`src/hw/rtl/apma_pkg.sv`:
```
package apma_pkg;

  // field widths
  localparam int ADC_W      = 10;
  localparam int GAIN_W     = 16;
  localparam int OFFSET_W   = 12;
  localparam int MMHG_W     = 12;
  localparam int HPA_W      = 15;
  localparam int AVG_W      = HPA_W - 1;     // average magnitude, at most 8751
  localparam int PROD_W     = ADC_W + GAIN_W;
  localparam int Q_W        = 13;            // sample*gain/10000, at most 6704

  // divide by 10000: (x * ceil(2^40/10000)) >> 40 is exact for x < 2^26
  localparam int GAIN_SHIFT    = 40;
  localparam int GAIN_RECIP_W  = 27;
  localparam logic [GAIN_RECIP_W-1:0] GAIN_RECIP = 27'd109951163;

  // port widths
  localparam int IN_TDATA_W  = 16;
  localparam int OUT_TDATA_W = 32;
  localparam int CFG_DATA_W  = 16;
  localparam int CFG_IDX_W   = 2;

  // register reset values
  localparam logic [GAIN_W-1:0]   GAIN_RST     = 16'd6104;
  localparam logic [OFFSET_W-1:0] OFFSET_RST   = 12'd537;
  localparam logic [MMHG_W-1:0]   MMHG_MAX_RST = 12'd825;
  localparam logic [MMHG_W-1:0]   MMHG_MIN_RST = 12'd450;

  // pipeline: five work stages plus the output register
  localparam int PIPE_DEPTH = 6;

  // range of the hPa field
  localparam logic signed [HPA_W-1:0] HPA_LO = -15'sd2048;
  localparam logic signed [HPA_W-1:0] HPA_HI = 15'sd8751;

  typedef enum logic [CFG_IDX_W-1:0] {
    CFG_GAIN     = 2'd0,
    CFG_OFFSET   = 2'd1,
    CFG_MMHG_MAX = 2'd2,
    CFG_MMHG_MIN = 2'd3
  } cfg_reg_t;

  // one bit per stage: a word moves into that stage on this edge
  typedef struct packed {
    logic so;
    logic s5;
    logic s4;
    logic s3;
    logic s2;
    logic s1;
  } pipe_move_t;

endpackage

```
`src/hw/rtl/apma_ram.sv`:
```
module apma_ram #(
  parameter int WIDTH = 15,
  parameter int DEPTH = 80,
  localparam int AW = (DEPTH > 1) ? $clog2(DEPTH) : 1
) (
  input  logic             clk,
  input  logic             we,
  input  logic [AW-1:0]    waddr,
  input  logic [WIDTH-1:0] wdata,
  input  logic             re,
  input  logic [AW-1:0]    raddr,
  output logic [WIDTH-1:0] rdata
);

  logic [WIDTH-1:0] mem_r [DEPTH];
  logic [WIDTH-1:0] rdata_r;

  always_ff @(posedge clk) begin
    if (we) begin
      mem_r[waddr] <= wdata;
    end
    if (re) begin
      rdata_r <= mem_r[raddr];
    end
  end

  assign rdata = rdata_r;

endmodule

```
`src/hw/rtl/apma_scale.sv`:
```
// Stages 1..3: capture sample, sample*gain, then /10000 by reciprocal.
module apma_scale (
  input  logic                                clk,
  input  apma_pkg::pipe_move_t                mv,
  input  logic [apma_pkg::ADC_W-1:0]          adc_sample,
  input  logic [apma_pkg::GAIN_W-1:0]         sensor_gain,
  output logic [apma_pkg::Q_W-1:0]            scaled
);

  localparam int RP_W = apma_pkg::PROD_W + apma_pkg::GAIN_RECIP_W;

  logic [apma_pkg::ADC_W-1:0]  sample_r;
  logic [apma_pkg::PROD_W-1:0] prod_r;
  logic [apma_pkg::Q_W-1:0]    q_r;
  logic [RP_W-1:0]             recip_prod;

  assign recip_prod = RP_W'(prod_r) * RP_W'(apma_pkg::GAIN_RECIP);

  always_ff @(posedge clk) begin
    if (mv.s1) begin
      sample_r <= adc_sample;
    end
    if (mv.s2) begin
      prod_r <= apma_pkg::PROD_W'(sample_r) * apma_pkg::PROD_W'(sensor_gain);
    end
    if (mv.s3) begin
      q_r <= recip_prod[apma_pkg::GAIN_SHIFT +: apma_pkg::Q_W];
    end
  end

  assign scaled = q_r;

endmodule

```
`src/hw/rtl/apma_window.sv`:
```
// Stages 3..4: ring read on entry to stage 3, offset add, sum update and
// ring write-back when the word leaves stage 3.
module apma_window #(
  parameter int WINDOW_LEN = 80,
  localparam int POS_W = $clog2(WINDOW_LEN),
  localparam int SUM_W = apma_pkg::HPA_W + POS_W
) (
  input  logic                              clk,
  input  logic                              rst_n,
  input  apma_pkg::pipe_move_t              mv,
  input  logic [apma_pkg::Q_W-1:0]          scaled,
  input  logic [apma_pkg::OFFSET_W-1:0]     pressure_offset,
  output logic [apma_pkg::HPA_W-1:0]        hpa,
  output logic [SUM_W-1:0]                  window_sum
);

  localparam int HPA_W = apma_pkg::HPA_W;

  logic [POS_W-1:0]      wp_r;
  logic [POS_W-1:0]      pos3_r;
  logic                  old_vld_r;
  logic [WINDOW_LEN-1:0] ring_vld_r;
  logic [HPA_W-1:0]      ring_rdata;
  logic [HPA_W-1:0]      old_hpa;
  logic [HPA_W-1:0]      hpa_s3;
  logic [SUM_W-1:0]      sum_r;
  logic [SUM_W-1:0]      sum_nxt;
  logic [HPA_W-1:0]      hpa_r;

  apma_ram #(
    .WIDTH (HPA_W),
    .DEPTH (WINDOW_LEN)
  ) u_ring (
    .clk   (clk),
    .we    (mv.s4),
    .waddr (pos3_r),
    .wdata (hpa_s3),
    .re    (mv.s3),
    .raddr (wp_r),
    .rdata (ring_rdata)
  );

  // never-written entries read as zero
  assign old_hpa = old_vld_r ? ring_rdata : '0;

  assign hpa_s3 = HPA_W'(scaled)
                + {{(HPA_W - apma_pkg::OFFSET_W){pressure_offset[apma_pkg::OFFSET_W-1]}},
                   pressure_offset};

  assign sum_nxt = sum_r
                 - {{(SUM_W - HPA_W){old_hpa[HPA_W-1]}}, old_hpa}
                 + {{(SUM_W - HPA_W){hpa_s3[HPA_W-1]}}, hpa_s3};

  always_ff @(posedge clk) begin
    if (!rst_n) begin
      wp_r       <= '0;
      ring_vld_r <= '0;
      sum_r      <= '0;
    end else begin
      if (mv.s3) begin
        wp_r <= (wp_r == POS_W'(WINDOW_LEN - 1)) ? '0 : wp_r + POS_W'(1);
      end
      if (mv.s4) begin
        ring_vld_r[pos3_r] <= 1'b1;
        sum_r              <= sum_nxt;
      end
    end
  end

  always_ff @(posedge clk) begin
    if (mv.s3) begin
      pos3_r    <= wp_r;
      old_vld_r <= ring_vld_r[wp_r];
    end
    if (mv.s4) begin
      hpa_r <= hpa_s3;
    end
  end

  assign hpa        = hpa_r;
  assign window_sum = sum_r;

endmodule

```
`src/hw/rtl/apma_convert.sv`:
```
// Stage 5: |sum| / WINDOW_LEN by reciprocal. Output stage: *7.5 and clamp.
module apma_convert #(
  parameter int WINDOW_LEN = 80,
  localparam int WIN_BITS = $clog2(WINDOW_LEN),
  localparam int SUM_W    = apma_pkg::HPA_W + WIN_BITS
) (
  input  logic                            clk,
  input  apma_pkg::pipe_move_t            mv,
  input  logic [apma_pkg::HPA_W-1:0]      hpa,
  input  logic [SUM_W-1:0]                window_sum,
  input  logic [apma_pkg::MMHG_W-1:0]     mmhg_max,
  input  logic [apma_pkg::MMHG_W-1:0]     mmhg_min,
  output logic [apma_pkg::HPA_W-1:0]      pressure_hpa,
  output logic [apma_pkg::MMHG_W-1:0]     pressure_mmhg
);

  localparam int AVG_W   = apma_pkg::AVG_W;
  localparam int MMHG_W  = apma_pkg::MMHG_W;
  // (x * ceil(2^SH/W)) >> SH is exact for x < 2^SUM_W since W <= 2^WIN_BITS
  localparam int AVG_SHIFT = SUM_W + WIN_BITS;
  localparam int RECIP_W   = SUM_W + 1;
  localparam longint unsigned AVG_RECIP_L =
    ((64'd1 << AVG_SHIFT) + 64'(WINDOW_LEN) - 64'd1) / 64'(WINDOW_LEN);
  localparam logic [RECIP_W-1:0] AVG_RECIP = RECIP_W'(AVG_RECIP_L);
  localparam int AP_W = SUM_W + RECIP_W;
  localparam int X_W  = AVG_W + 4;       // avg * 15
  localparam int CMP_W = X_W;

  logic [SUM_W-1:0]         sum_mag;
  logic [AP_W-1:0]          avg_prod;
  logic [AVG_W-1:0]         avg_mag_r;
  logic                     neg_r;
  logic [apma_pkg::HPA_W-1:0] hpa5_r;

  logic [X_W-1:0]           x15;
  logic [X_W-2:0]           half;
  logic signed [CMP_W-1:0]  mmhg_s;
  logic [MMHG_W-1:0]        mmhg_nxt;

  logic [apma_pkg::HPA_W-1:0] out_hpa_r;
  logic [MMHG_W-1:0]          out_mmhg_r;

  assign sum_mag  = window_sum[SUM_W-1] ? (~window_sum + SUM_W'(1)) : window_sum;
  assign avg_prod = AP_W'(sum_mag) * AP_W'(AVG_RECIP);

  // avg*75/10 == avg*15/2, truncated toward zero on the magnitude
  assign x15  = {avg_mag_r, 4'b0000} - X_W'(avg_mag_r);
  assign half = x15[X_W-1:1];

  always_comb begin
    mmhg_s = neg_r ? -$signed({1'b0, half}) : $signed({1'b0, half});
    priority if (mmhg_s >= $signed({{(CMP_W - MMHG_W){1'b0}}, mmhg_max})) begin
      mmhg_nxt = mmhg_max;
    end else if (mmhg_s <= $signed({{(CMP_W - MMHG_W){1'b0}}, mmhg_min})) begin
      mmhg_nxt = mmhg_min;
    end else begin
      mmhg_nxt = half[MMHG_W-1:0];
    end
  end

  always_ff @(posedge clk) begin
    if (mv.s5) begin
      avg_mag_r <= avg_prod[AVG_SHIFT +: AVG_W];
      neg_r     <= window_sum[SUM_W-1];
      hpa5_r    <= hpa;
    end
    if (mv.so) begin
      out_hpa_r  <= hpa5_r;
      out_mmhg_r <= mmhg_nxt;
    end
  end

  assign pressure_hpa  = out_hpa_r;
  assign pressure_mmhg = out_mmhg_r;

endmodule

```
`src/hw/rtl/abs_pressure_moving_average_unit.sv`:
```
// Absolute pressure scaler with moving-average filter. Each input word is one
// 10-bit converter sample; each gives exactly one result word holding the
// unfiltered pressure in hPa (sample*gain/10000 + offset) and the average of
// the last WINDOW_LEN hPa values converted to mmHg (*7.5, truncated toward
// zero) and clamped (max checked first, so it wins if the limits cross).
// The ring starts cleared, so the first WINDOW_LEN averages still divide by
// WINDOW_LEN. Throughput is one word per clock while out_tready does not stall
// the output; the six-register pipeline is sample, gain product, /10000, ring
// update and sum, /WINDOW_LEN, and mmHg and clamp, in that order. The
// ring lives in a RAM read as a word enters stage 3 and written as it leaves,
// so no ring access ever waits; an entry's valid flop (cleared by reset) makes
// unwritten entries read as zero, so there is no clearing pass after reset.
// Stalls ripple back stage by stage: a waiting result does not block input
// while an earlier stage has a bubble. Write configuration only when idle.
module abs_pressure_moving_average_unit #(
  parameter int WINDOW_LEN = 80    // 2..256
) (
  input  logic                                  clk,
  input  logic                                  rst_n,
  // input stream
  input  logic                                  in_tvalid,
  output logic                                  in_tready,
  input  logic [apma_pkg::IN_TDATA_W-1:0]       in_tdata,   // [9:0] adc_sample
  // result stream
  output logic                                  out_tvalid,
  input  logic                                  out_tready,
  output logic [apma_pkg::OUT_TDATA_W-1:0]      out_tdata,  // [14:0] pressure_hpa,
                                                            // [26:15] pressure_mmhg
  // configuration writes
  input  logic                                  cfg_wr_en,
  input  logic [apma_pkg::CFG_IDX_W-1:0]        cfg_index,
  input  logic [apma_pkg::CFG_DATA_W-1:0]       cfg_wdata
);

  localparam int NST   = apma_pkg::PIPE_DEPTH;
  localparam int SUM_W = apma_pkg::HPA_W + $clog2(WINDOW_LEN);

  // config registers
  logic [apma_pkg::GAIN_W-1:0]   gain_r;
  logic [apma_pkg::OFFSET_W-1:0] offset_r;
  logic [apma_pkg::MMHG_W-1:0]   max_r;
  logic [apma_pkg::MMHG_W-1:0]   min_r;

  // pipeline control
  logic [NST-1:0]       vld_r;
  logic [NST-1:0]       vld_nxt;
  logic [NST-1:0]       ld;       // stage k may load this edge
  logic [NST-1:0]       mv_vec;   // a word moves into stage k
  apma_pkg::pipe_move_t mv;

  // datapath
  logic [apma_pkg::Q_W-1:0]    scaled;
  logic [apma_pkg::HPA_W-1:0]  hpa4;
  logic [SUM_W-1:0]            window_sum;
  logic [apma_pkg::HPA_W-1:0]  pressure_hpa;
  logic [apma_pkg::MMHG_W-1:0] pressure_mmhg;

  always_ff @(posedge clk) begin
    if (!rst_n) begin
      gain_r   <= apma_pkg::GAIN_RST;
      offset_r <= apma_pkg::OFFSET_RST;
      max_r    <= apma_pkg::MMHG_MAX_RST;
      min_r    <= apma_pkg::MMHG_MIN_RST;
    end else if (cfg_wr_en) begin
      unique case (apma_pkg::cfg_reg_t'(cfg_index))
        apma_pkg::CFG_GAIN:     gain_r   <= cfg_wdata[apma_pkg::GAIN_W-1:0];
        apma_pkg::CFG_OFFSET:   offset_r <= cfg_wdata[apma_pkg::OFFSET_W-1:0];
        apma_pkg::CFG_MMHG_MAX: max_r    <= cfg_wdata[apma_pkg::MMHG_W-1:0];
        apma_pkg::CFG_MMHG_MIN: min_r    <= cfg_wdata[apma_pkg::MMHG_W-1:0];
      endcase
    end
  end

  // stage k loads when empty or when its word moves on
  always_comb begin
    ld[NST-1] = !vld_r[NST-1] || out_tready;
    for (int k = NST - 2; k >= 0; k--) begin
      ld[k] = !vld_r[k] || ld[k+1];
    end
    mv_vec[0] = in_tvalid && ld[0];
    for (int k = 1; k < NST; k++) begin
      mv_vec[k] = vld_r[k-1] && ld[k];
    end
    for (int k = 0; k < NST - 1; k++) begin
      vld_nxt[k] = mv_vec[k] || (vld_r[k] && !ld[k+1]);
    end
    vld_nxt[NST-1] = mv_vec[NST-1] || (vld_r[NST-1] && !out_tready);
  end

  always_ff @(posedge clk) begin
    if (!rst_n) begin
      vld_r <= '0;
    end else begin
      vld_r <= vld_nxt;
    end
  end

  assign mv        = apma_pkg::pipe_move_t'(mv_vec);
  assign in_tready = ld[0];

  apma_scale u_scale (
    .clk         (clk),
    .mv          (mv),
    .adc_sample  (in_tdata[apma_pkg::ADC_W-1:0]),
    .sensor_gain (gain_r),
    .scaled      (scaled)
  );

  apma_window #(
    .WINDOW_LEN (WINDOW_LEN)
  ) u_window (
    .clk             (clk),
    .rst_n           (rst_n),
    .mv              (mv),
    .scaled          (scaled),
    .pressure_offset (offset_r),
    .hpa             (hpa4),
    .window_sum      (window_sum)
  );

  apma_convert #(
    .WINDOW_LEN (WINDOW_LEN)
  ) u_convert (
    .clk           (clk),
    .mv            (mv),
    .hpa           (hpa4),
    .window_sum    (window_sum),
    .mmhg_max      (max_r),
    .mmhg_min      (min_r),
    .pressure_hpa  (pressure_hpa),
    .pressure_mmhg (pressure_mmhg)
  );

  assign out_tvalid = vld_r[NST-1];
  assign out_tdata  = {
    {(apma_pkg::OUT_TDATA_W - apma_pkg::HPA_W - apma_pkg::MMHG_W){1'b0}},
    pressure_mmhg,
    pressure_hpa
  };

endmodule

```
`config.mk`:
```
export PLATFORM = sky130hd
export DESIGN_NAME = abs_pressure_moving_average_unit
export DESIGN_NICKNAME = d
export VERILOG_FILES = /design/src/hw/rtl/apma_pkg.sv /design/src/hw/rtl/apma_ram.sv /design/src/hw/rtl/apma_scale.sv /design/src/hw/rtl/apma_window.sv /design/src/hw/rtl/apma_convert.sv /design/src/hw/rtl/abs_pressure_moving_average_unit.sv
export SDC_FILE = /design/constraint.sdc
export NUM_CORES = 2
export LEC_CHECK = 0
export ABC_AREA = 0
export BUFFER_PORTS_ARGS = -buffer_cell sky130_fd_sc_hd__clkbuf_2
export CORE_ASPECT_RATIO = 0.5
export CORE_MARGIN = 2
export CORE_UTILIZATION = 55
export CTS_CLUSTER_SIZE = 8
export DETAILED_ROUTE_END_ITERATION = 10
export PLACE_DENSITY_LB_ADDON = 0.08
export SLEW_MARGIN = 20
export SYNTH_ARGS = -nofsm -noshare
export SYNTH_HDL_FRONTEND = slang
export SYNTH_SLANG_ARGS = --single-unit
```
`constraint.sdc`:
```
create_clock -name clk -period 10.5 [get_ports clk]
set_clock_uncertainty 0.1 [all_clocks]
set_input_delay 1.575 -clock clk [delete_from_list [all_inputs] [get_ports clk]]
set_output_delay 1.575 -clock clk [all_outputs]
set_load 0.05 [all_outputs]
```
# Word-level counts from Yosys, hierarchy flattened
# Memory sizes are Yosys's and may differ from the RTL's. A register that Yosys moved wholly into a read port is not among the register bits.
# Cells that the tools add are included.
# totals
ff_bits	296
ramBits	1200
inputBits	39
output_inout_bits	34
elab_cells	95
n_memories	1
# mem_list
name	depth	width	read_ports	rd_clocked_by_memory_dff	wr	line	rtl
u_window.u_ring.mem_r	80	15	1	1	1	apma_ram.sv:15	logic [WIDTH-1:0] mem_r [DEPTH];
# op_classes
add_sub_neg	7
multipliers	3
n_lt_le_gt_ge	5
eq_ne	4
n_mux	12
bitwise	2
n_reduce_logical	42
# ops
operator	n
$or A80 B80 Y80	1
$mul A26 B27 Y53 const B	1
$mul A22 B23 Y43 const B	1
$mul A10 B16 Y26	1
$mux W12	2
$add A22 B1 Y22 const B	1
$add A22 B22 Y22	1
$mux W22	1
$not A22 Y22	1
$sub A22 B22 Y22	1
$ge A18 B13 Y1	1
$le A18 B13 Y1	1
$mux W18	1
$neg A17 Y18	1
$sub A18 B14 Y18	1
$lt A7 B8 Y1 const B	2
$add A14 B12 Y15	1
$mux W15	1
$logic_and A1 B1 Y1	13
$logic_not A1 Y1	12
$logic_or A1 B1 Y1	12
$reduce_and A2 Y1	4
$add A7 B1 Y7 const B	1
$bmux W1 S7	1
8 further kinds	12

# Logic depth before layout (Yosys ltp)
# logic_depth
depth_word	9
ltp_mapped	34
mapped_depth_nobuf	34

# Modules after synthesis
# A second synthesis with hierarchy kept.
# unflattened
cells_unflattened	6065
hier_area_um2	86472.9
# by_module_without_submodules
module	instances	cells_each	area_each_um2	seq_area_each_um2
apma_ram	1	2049	46668.5	36485.0
apma_scale	1	1915	19055.8	1471.4
apma_convert	1	1078	10731.5	1711.6
apma_window	1	780	7578.5	2872.8
abs_pressure_moving_average_unit	1	243	2438.6	1161.1

# Least setup slack after synthesis
# Ideal clock, no wire load.
# synth_timing
path_type	reg-to-reg
startpoint	reg u_window.sum_r[2], in the netlist u_window.window_sum[2]
endpoint	reg u_convert.avg_mag_r[13], data pin
setup_ns	0.260
arrival_time_ns	8.072
required_ns	10.140
path_slack_ns	2.068
stages_incl_launch_ff	30
path_buffers	0
period_less_slack_ns	8.432
path_cell_list	dfxtp_1 > or4_1 > nor2_1 > nand3_1 > or3_1 > o31a_1 > xor2_1 > inv_1 > fa_1 > fa_1 > fa_1 > fa_1 > fa_1 > inv_1 > fa_1 > inv_1 > fa_1 > inv_1 > ha_1 > a21o_1 > a21o_1 > a2111oi_0 > o211ai_1 > a211oi_1 > nor3_1 > a41oi_1 > a21oi_1 > a211o_1 > a21oi_1 > xnor2_1
# synth_between
elab_chain_cells	4
# synth_rtl
item	line	rtl
start: declaration	apma_window.sv:26	logic [SUM_W-1:0] sum_r;
start signal: assignment	apma_window.sv:65	sum_r <= sum_nxt;
$not A22 Y22	apma_convert.sv:43	assign sum_mag = window_sum[SUM_W-1] ? (~window_sum + SUM_W'(1)) : window_sum;
$add A22 B1 Y22	apma_convert.sv:43	
$mux W22 *	apma_convert.sv:43	
$mul A22 B23 Y43 *	apma_convert.sv:44	assign avg_prod = AP_W'(sum_mag) * AP_W'(AVG_RECIP);
named net u_convert.avg_prod[42]	apma_convert.sv:30	logic [AP_W-1:0] avg_prod;
end signal: assignment	apma_convert.sv:63	avg_mag_r <= avg_prod[AVG_SHIFT +: AVG_W];
end: declaration	apma_convert.sv:31	logic [AVG_W-1:0] avg_mag_r;
# Mark *: on every way through the listed nets, which the timed path passes. The rest lies on a longest branch.
# A chain may end at the register's enable or synchronous reset.

# Final worst setup path
# layout_timing
startpoint	reg u_window.sum_r[0], in the netlist u_window.window_sum[0]
endpoint	reg u_convert.avg_mag_r[13], data pin
# The elaborated chain is that of the path after synthesis.

==> summary.md <==
| Metric | Value |
|---|---|
| Slew @ Worst Pin | 1.09 ns |
| Via/cell ratio | between 5 and 6 |
| Clock Pin Slew Worst Setup and Hold Paths | roughly 0.050 ns |
| RD Place Congestion | between 0.9 and 1 |
| Mapped Cells | approximately 5500 |
| Routed Antenna Nets | 0 |
| CTS sink cnt | 1511 |
| Outcome | completed |
| Worst R2R End | u_convert.avg_mag_r[13] |
| Synthesized cell area | 84000 µm² |
| Setup ws final | slightly below 1 ns |
| Total gr overflow | 0 |
| Post_cts resized | 0 |
| Gr busiest metal | met2 |
| Initial Utilization | 55.4% |
| Post-placement cell count | around 7500 |
| Worst EP required | between 10 and 15 ns |
| Worst min-delay path class | reg2reg |
| Htree depth | 4 |
| Ys async rst share | 0% |
| Synth cell types | 74 |
| DRC errors left | 0 |
| Worst Setup SP | u_window.window_sum[0] |
| Std cell rows | 101 |
| Number of buffers added on ports | 61 |
| Worst hold path depth | 0 |
| Die ar. | about 160000 µm² |
| Max Clk Rate | 0.105 GHz |
| TritonCTS buffer count | between 200 and 250 |
| Arrival time at the worst endpoint | 9.90 ns |
| Most frequent CP cell | fa_1 |
| Relative slew margins | 27.1% |
| R2r startpoint | u_window.window_sum[0] |
| Core area | 152000 µm² |
| Grt met1 use | 39.7% |
| DR pass1 iterations | 5 |
| Avg WL per Cell | ~25 µm |
| TritonCTS clock tree | yes |
| Post-synth EDFFs | 1344 |
| R2R setup slack | roughly 0.98 ns |
| Register bit total from synthesis | 1511 |
| Postcts setup bufs | 0 |
| Tmin final | 9.52 ns |
| Placed cell area | 87300 µm² |
| Yosys warns | 0 |
| Die Height | 280 µm |
| Share of cells above drive strength 1 | between 10% and 20% |
| Worst Setup EP | u_convert.avg_mag_r[13] |
| Endpoints failing setup | 0 |
| Number of I/O pins | 73 |
| Nature of the critical path startpoint | flip-flop |
| Post-place setup slack | 1.04 ns |
| GR Util met3 | 4.45% |
| Die width | 557 µm |
| Critical path's slowest cell | a2111oi_0 |
| Vias in the first global route | around 48000 |
| DPL Wire Length | 136000 µm |
| Total track usage | 26.1% |
| CTS Buffer Depth | 4 |
| Slowest stage delay, CP | 0.59 ns |
| Wirelength, routed | around 200000 µm |
| Crit path capture type | flip-flop |
| Worst-Skew Late Latency | 0.87 ns |
| Post-Layout Cell Count | 7867 |
| GR Util met2 | 40.3% |
| CTS Root Cell | clkbuf_16 |
| # hold bufs at CTS | 0 |
| Final Cell Area | 93400 µm² |
| Unrepaired setup endpoints after global routing | no |
| Setup TNS Final | 0 ns |
| Final Cycle Share | roughly 90% |
| Slew Viols, Final | 0 |
| Mean Syn Cell Area | ~15 µm² |
| Endpoints failing hold | 0 |
| Initial antenna violation count | 10 |
| Nets | 6910 |
| Critical Path Fanout Max | 5 |
| Ys flop type | edfxtp_1 |
| First-pass GRT wire length | approximately 300000 µm |
| Sequential share of the synthesized area | 52.0% |
| Worst Setup Path Type | reg2reg |
| Largest net degree at the start of global routing | 131 |
| R2r worst-path depth | 31 |
| Synth-to-Final Area Change | 11.1% |
| # Max-Cap Violations | 0 |
| Detailed router's first-iteration violation count | 4184 |
| Vias | 45735 |
==> sequential cells by signal (all words and copies together), names as in the netlist, 13 cells and up <==
| register | cells |
|---|---|
| u_window.hpa | 15 |
| u_convert.hpa5_r | 15 |
| gain_r | 16 |
| u_window.u_ring.mem_r | 1200 |
| u_window.ring_vld_r | 80 |
| u_convert.avg_mag_r | 14 |
| u_window.u_ring.rdata | 15 |
| u_scale.prod_r | 26 |
| u_window.window_sum | 22 |
| u_scale.scaled | 13 |
| u_convert.pressure_hpa | 15 |
==> stage by stage <==
stage | util (%) | hold WS [ns]
floorplan | - | 0.300
global placement | 57.5 | 0.303
detailed placement | 57.5 | 0.305
CTS | 61.5 | 0.255
global route | 61.6 | 0.271
finish | 61.6 | 0.261
==> worst min-delay path by stage <==
stage	from	end	slack [ns]
after detailed placement	u_window.hpa[13]	u_convert.hpa5_r[13]	0.31
after floorplan	u_window.hpa[0]	u_convert.hpa5_r[0]	0.30
final	u_convert.hpa5_r[9]	u_convert.pressure_hpa[9]	0.26
after global routing	u_convert.hpa5_r[9]	u_convert.pressure_hpa[9]	0.27
after global placement	u_window.hpa[3]	u_convert.hpa5_r[3]	0.30
after CTS	u_convert.hpa5_r[9]	u_convert.pressure_hpa[9]	0.26
==> cells in the mapped netlist, drive strengths merged (44+ instances only) <==
library cell,count,area share (%)
mux4,415,11
clkbuf,136,0.61
nand2,299,1.3
o21ai,71,0.42
a21oi,82,0.49
o21a,100,0.89
a21boi,44,0.39
a21o,48,0.43
fa,577,14
inv,864,3.9
dfxtp,167,4.0
ha,570,8.5
xnor2,90,0.95
edfxtp,1344,48
nand3,48,0.29
and2,87,0.65
nor2,155,0.70
==> worst max-delay path: cells and delay by family (launching register included) <==
kind	cells	cell delay, ns
fa+ha+maj	8	3.65
compound gates	10	2.79
simple gates	6	1.42
flops	1	0.35
xor+xnor	2	0.53
buf+inv	5	0.40
==> cells in the final DEF, fill, tap and decap left out, drive strengths merged, types with 9 or more instances in the layout <==
cell type,netlist,routed
mux2i,21,21
nor3,34,34
o21ai,71,71
nand3b,9,9
mux2,24,24
o21bai,14,14
dfxtp,167,167
o211ai,20,20
or2,12,12
a21oi,82,82
nor2,155,155
a21boi,44,44
and3,19,19
nand4,23,23
ha,570,570
a31oi,12,12
and2,87,87
o41ai,9,9
nor2b,19,19
nand2b,10,10
inv,864,867
buf,43,118
edfxtp,1344,1344
xnor2,90,90
mux4,415,415
clkbuf,136,399
a21o,48,48
or3,12,12
xor2,43,43
o21a,100,100
a211oi,10,10
nand3,48,48
fa,577,577
nand2,299,299
==> area by class of cell <==
type | count | area [µm²]
flip-flops and latches | 1511 | 43700
well taps | 2008 | 2510
inverters | 865 | 3250
diodes | 4 | 10.0
clock inverters | 10 | 150
multi-input cells | 2952 | 36600
repair buffers | 178 | 1270
clock buffers | 339 | 5890
fillers | 11304 | 58300
==> cell families after synthesis <==
logic type	Yosys count	synth area share (%)
AO/OA/AOI/OAI	456	3.76
XOR/XNOR	133	1.40
adder cells (fa/ha/maj)	1147	22.2
buffers and inverters	1044	4.70
flip-flops	1511	52.0
multiplexers	460	11.7
other	1	0.00446
AND/OR/NAND/NOR	751	4.19
==> routing by layer <==
metal	up-vias	wire length (µm)	share of wire [%]
met5	-	13	0.0065
met3	230	13800	6.9
li1	20133	-	-
met2	1393	90900	46
met4	2	3420	1.7
met1	23977	90900	46
Power is left out: the tool's default activity adds up to more than one toggle a clock period on the data nets, which glitch-free logic cannot reach.
